==> config.mk <==
export PLATFORM = sky130hd
export DESIGN_NAME = pulm_ptr_mem
export DESIGN_NICKNAME = d
export VERILOG_FILES = /design/src/hw/rtl/pairwise_unit_literal_mailboxes_core_assert.svh /design/src/hw/rtl/pulm_pkg.sv /design/src/hw/rtl/pulm_ptr_mem.sv
export SDC_FILE = /design/constraint.sdc
export NUM_CORES = 1
export LEC_CHECK = 0
export BUFFER_PORTS_ARGS = -buffer_cell sky130_fd_sc_hd__buf_2
export CAP_MARGIN = 5
export CORE_MARGIN = 4
export CORE_UTILIZATION = 40
export CTS_BUF_LIST = sky130_fd_sc_hd__clkbuf_16
export DETAILED_ROUTE_END_ITERATION = 12
export HOLD_SLACK_MARGIN = 0.08
export SKIP_LAST_GASP = 1
export SLEW_MARGIN = 20
export SYNTH_ARGS = -nofsm -noshare
export SYNTH_HDL_FRONTEND = slang
export SYNTH_SLANG_ARGS = --single-unit
==> constraint.sdc <==
create_clock -name clk -period 2.9 [get_ports clk]
set_clock_uncertainty 0.2 [all_clocks]
set_input_delay 0.145 -clock clk [delete_from_list [all_inputs] [get_ports clk]]
set_output_delay 0.145 -clock clk [all_outputs]
set_load 0.05 [all_outputs]
==> src/hw/rtl/pairwise_unit_literal_mailboxes_core_assert.svh <==
// Assertion macros for the unit-literal mailbox block.
// Included by the RTL files that carry concurrent checks; no other dependency.
`ifndef PAIRWISE_UNIT_LITERAL_MAILBOXES_CORE_ASSERT_SVH
`define PAIRWISE_UNIT_LITERAL_MAILBOXES_CORE_ASSERT_SVH

`ifndef SYNTHESIS
// Same-cycle implication
`define PULM_ASSERT_IMP(label, clk, rst_n, ante, cons) \
    label: assert property (@(posedge clk) disable iff (!rst_n) (ante) |-> (cons)) \
        else $error("same-cycle check failed");
// Next-cycle implication
`define PULM_ASSERT_NXT(label, clk, rst_n, ante, cons) \
    label: assert property (@(posedge clk) disable iff (!rst_n) (ante) |=> (cons)) \
        else $error("next-cycle check failed");
`else
`define PULM_ASSERT_IMP(label, clk, rst_n, ante, cons)
`define PULM_ASSERT_NXT(label, clk, rst_n, ante, cons)
`endif

`endif

==> src/hw/rtl/pulm_pkg.sv <==
// Shared types and constants for the unit-literal mailbox block.
// No dependencies; used by pulm_ptr_mem and the top level.
package pulm_pkg;

    localparam int LIT_W = 31;
    localparam int ID_W  = 2;

    // Request codes carried in tuser
    typedef enum logic [1:0] {
        OP_EXPORT = 2'd0,
        OP_IMPORT = 2'd1,
        OP_CLEAR  = 2'd2
    } opcode_t;

    // Control strobes toward the pointer memory
    typedef struct packed {
        logic rd;
        logic wr;
        logic clr;
    } ptr_ctl_t;

endpackage

==> src/hw/rtl/pulm_ptr_mem.sv <==
// Head/tail pointer memory, one entry per ordered thread pair.
// Depends on pulm_pkg (ptr_ctl_t). Valid bits make cleared entries read as zero.
module pulm_ptr_mem #(
    parameter int THREADS    = 4,
    parameter int RING_DEPTH = 16
) (
    input  logic                             clk,
    input  logic                             rst_n,
    input  pulm_pkg::ptr_ctl_t               ctl,
    input  logic [$clog2(THREADS*THREADS)-1:0] addr,
    input  logic [$clog2(RING_DEPTH)-1:0]    wr_head,
    input  logic [$clog2(RING_DEPTH)-1:0]    wr_tail,
    output logic [$clog2(RING_DEPTH)-1:0]    rd_head,
    output logic [$clog2(RING_DEPTH)-1:0]    rd_tail
);

    localparam int NPAIRS = THREADS * THREADS;
    localparam int PW     = $clog2(RING_DEPTH);

    logic [2*PW-1:0]   mem [NPAIRS];
    logic [NPAIRS-1:0] valid_reg;
    logic [2*PW-1:0]   rd_data_reg;
    logic              rd_vld_reg;

    // Valid bits: drop all on clear, mark on write
    always_ff @(posedge clk or negedge rst_n)
    begin
        if (!rst_n)
        begin
            valid_reg <= '0;
        end
        else if (ctl.clr)
        begin
            valid_reg <= '0;
        end
        else if (ctl.wr)
        begin
            valid_reg[addr] <= 1'b1;
        end
    end

    // Pointer storage with registered read
    always_ff @(posedge clk)
    begin
        if (ctl.wr)
        begin
            mem[addr] <= {wr_head, wr_tail};
        end
        if (ctl.rd)
        begin
            rd_data_reg <= mem[addr];
            rd_vld_reg  <= valid_reg[addr];
        end
    end

    // Entries not written since clear read as zero
    assign rd_head = rd_vld_reg ? rd_data_reg[2*PW-1:PW] : '0;
    assign rd_tail = rd_vld_reg ? rd_data_reg[PW-1:0]    : '0;

endmodule

==> metrics.md <==
| Metric | Value |
|---|---|
| Via-per-instance ratio | 5.44 |
| Placed cell areas | 6440 sq um |
| Worst-margin pin slew | 0.952 ns |
| CTS root buf | clkbuf_16 |
| RSZ-0062 raised after global routing | no |
| Initial DRT Pass Iterations | 4 |
| DRC Markers | 0 |
| Clock network power share | 0.448 |
| Max_slew headroom | 0.363 |
| Synth async-reset ratio | 0.105 |
| Iter 0 DRT Violations | 224 |
| Hold Vio Cnt, Final | 0 |
| Die Height | 131 microns |
| Fmax | 0.546 GHz |
| Post-synth EDFFs | 137 |
| Pint | 3.92 mW |
| First-pass GRT wire length | 18500 microns |
| Core ar. | 14600 sq um |
| H-tree depth | 4 |
| Critical path cell sequence | buf_2 > buf_12 > mux4_1 > a22oi_1 > nand2_1 |
| R2R Path End | rd_data_reg[1] |
| Proportion of layout cells with a drive suffix above 1 | 0.255 |
| DP HPWL | 7600 microns |
| Post-synth top area cell | edfxtp_1 |
| Hold Crit Class | in2reg |
| Reg2reg start | mem[1][1] |
| Clock Latency Late Sink | 0.42 ns |
| GRT met3 Usage | 0.0480 |
| Crit path DAT | 1.78 ns |
| CP endpoint | rd_data_reg[1] |
| Minimum clock period | 1.83 ns |
| Critical Path RT | 2.85 ns |
| Final ANT Viol Nets | 0 |
| WS Path Type | in2reg |
| YS warnings | 0 |
| Critical Path Source Type | primary input |
| Area share of the largest cell type after synthesis | 0.685 |
| Worst Path Max Fanout | 26 |
| Row count | 44 |
| Vias | 3051 |
| IO Count | 25 |
| Synth top area cells | edfxtp_1 (69%), mux4_2 (7.9%), dfrtp_1 (6.7%) |
| Static Leakage | 2.55 nW |
| Worst-path clk slew | 0.06 ns |
| Vias in the first global route | 3128 |
| Pin count of the biggest net entering global routing | 44 |
| Crit path depth | 5 |
| Synth top cells by count | edfxtp_1 (137), nor2_1 (29), mux4_2 (21) |
| Grt total ovfl | 0 |
| Initial Util | 0.410 |
| Critical Path Sink Type | flop |
| Sink Count | 153 |
| Post-synthesis instance area | 6000 sq um |
| Area delta synth->final | 19.4% |
| CTS buffer count | 17 |
| N_diodes | 0 |
| Synth Instances | 305 |
| Initial antenna violation count | 0 |
| Synthesized net count | 322 |
| Status | finished, final reports clean |
| Post-synthesis cell type count | 23 |
| Routed WL | 12000 microns |
| GRT Util Overall | 0.156 |
| Largest stage delay, worst path | 0.58 ns |
| Design area | 7170 sq um |
| Slowest-stage cell, CP | mux4_1 |
| Comb pwr share | 0.054 |
| Top Family by Delay on Critical Path | buffers and inverters |
| Max Cap Viol | 0 |
| CP startpoint | addr[0] |
| Most numerous cell in the Yosys netlist | edfxtp_1 |
| Crit path buf inv count | 2 |
| Mean area per synthesized cell | 19.7 sq um |
| Post-synth top flop | edfxtp_1 |
| Fin crit share | 0.632 |
| Met1 usage | 0.207 |
| Sequential share of the synthesized area | 0.752 |
| GRT busiest layer | met2 |
| Wirelength per Cell | 21.4 microns |
| Final setup viols | 0 |
| Final nets | 381 |
| Die W | 131 microns |
| Yosys reg bits | 153 |
| CTS tree | yes |
| Max-slew violation count | 0 |
| I/O Buffers | 24 |
| Seq pwr share | 0.497 |
| Worst reg2reg path depth | 3 |
| Met2 GRT Util | 0.245 |
| R2R Setup Slk | 1.16 ns |
| Total negative slack | 0 ns |
| Die ar. | 17000 sq um |
| Flip-flop count of the largest register after layout | 128 |
| Clock Tree Buf Depth | 2 |
| Switching pwr | 1.05 mW |
| Placer Congestion | 0.749 |
| VDD IR-drop max | 0.000425 V |
| Switching Share | 0.211 |
| Pwr per Cell Area | 694 nW/um^2 |
==> worst min path at each step <==
stage | slack (ns) | endpoint | cells past startpoint | startpoint
floorplan | -0.35 | valid_reg[0] | 0 | rst_n
global placement | -0.13 | valid_reg[9] | 1 | rst_n
detailed placement | -0.12 | valid_reg[9] | 1 | rst_n
CTS | 0.08 | valid_reg[4] | 4 | ctl[1]
global route | 0.12 | valid_reg[4] | 4 | ctl[1]
finish | 0.10 | valid_reg[4] | 4 | ctl[1]
==> cell usage in the layout, fill, tap and decap left out, types with 2 or more instances in the layout <==
cell	n
clkinv_1	2
nand3b_1	2
mux4_2	21
bufinv_16	3
inv_6	3
buf_2	24
nor2_1	29
nor3_1	4
buf_12	2
clkinv_4	3
edfxtp_1	137
nand2_1	10
and3b_1	2
and2_1	9
clkbuf_16	17
dlygate4sd3_1	12
mux4_1	15
nand2b_1	2
buf_4	20
inv_1	2
nor2b_1	2
dfrtp_1	16
a22oi_1	18
a21oi_1	16
==> power by group through the flow <==
stage	registers, mW	clock network, mW	logic [mW]
after global placement	2.52	0	0.260
after CTS	2.48	2.29	0.277
after global routing	2.48	2.39	0.295
final	2.47	2.23	0.271
after floorplan	2.51	0	0.162
after detailed placement	2.52	0	0.264
==> layout make-up <==
cell class,count,area [sq um]
fillers,1218,7480
flip-flops and latches,153,4510
multi-input cells,134,1390
repair buffers,58,430
clock buffers,17,425
well taps,184,230
clock inverters,15,176
==> what timing repair did <==
action | in CTS | in global routing
gates resized for setup | 0 | 0
hold buffers | 12 | 0
setup buffers | 0 | 0
hold endpoints to repair | 169 | 0
==> tightest hold or removal path: stages <==
cell     delay (ns)
buf_2          0.15
nor3b_1        0.20
a21oi_1        0.15
nor2_1         0.05
==> cells by family after synthesis <==
family	Yosys count	share of synthesized area
AND/OR/NAND/NOR	64	0.0513
multiplexers	36	0.144
buffers and inverters	18	0.0167
flip-flops	153	0.752
AO/OA/AOI/OAI	34	0.0358
==> per-layer routing <==
| metal | vias up | share of wire | wire length (microns) |
|---|---|---|---|
| li1 | 1368 | - | - |
| met1 | 1589 | 0.43 | 5140 |
| met2 | 81 | 0.50 | 5950 |
| met3 | 13 | 0.064 | 764 |
| met4 | 0 | 0.012 | 142 |
| met5 | - | 0 | 0 |
==> per-stage QoR <==
stage	hold WS (ns)	std cells	worst slack [ns]	power (mW)	util
global placement	-0.127	517	0.611	2.78	0.440
floorplan	-0.351	305	0.791	2.68	-
detailed placement	-0.122	517	0.593	2.79	0.440
global route	0.119	561	0.975	5.16	0.489
finish	0.103	561	1.07	4.97	0.489
CTS	0.0802	561	1.05	5.04	0.489
Power figures use the tool's default switching activity.
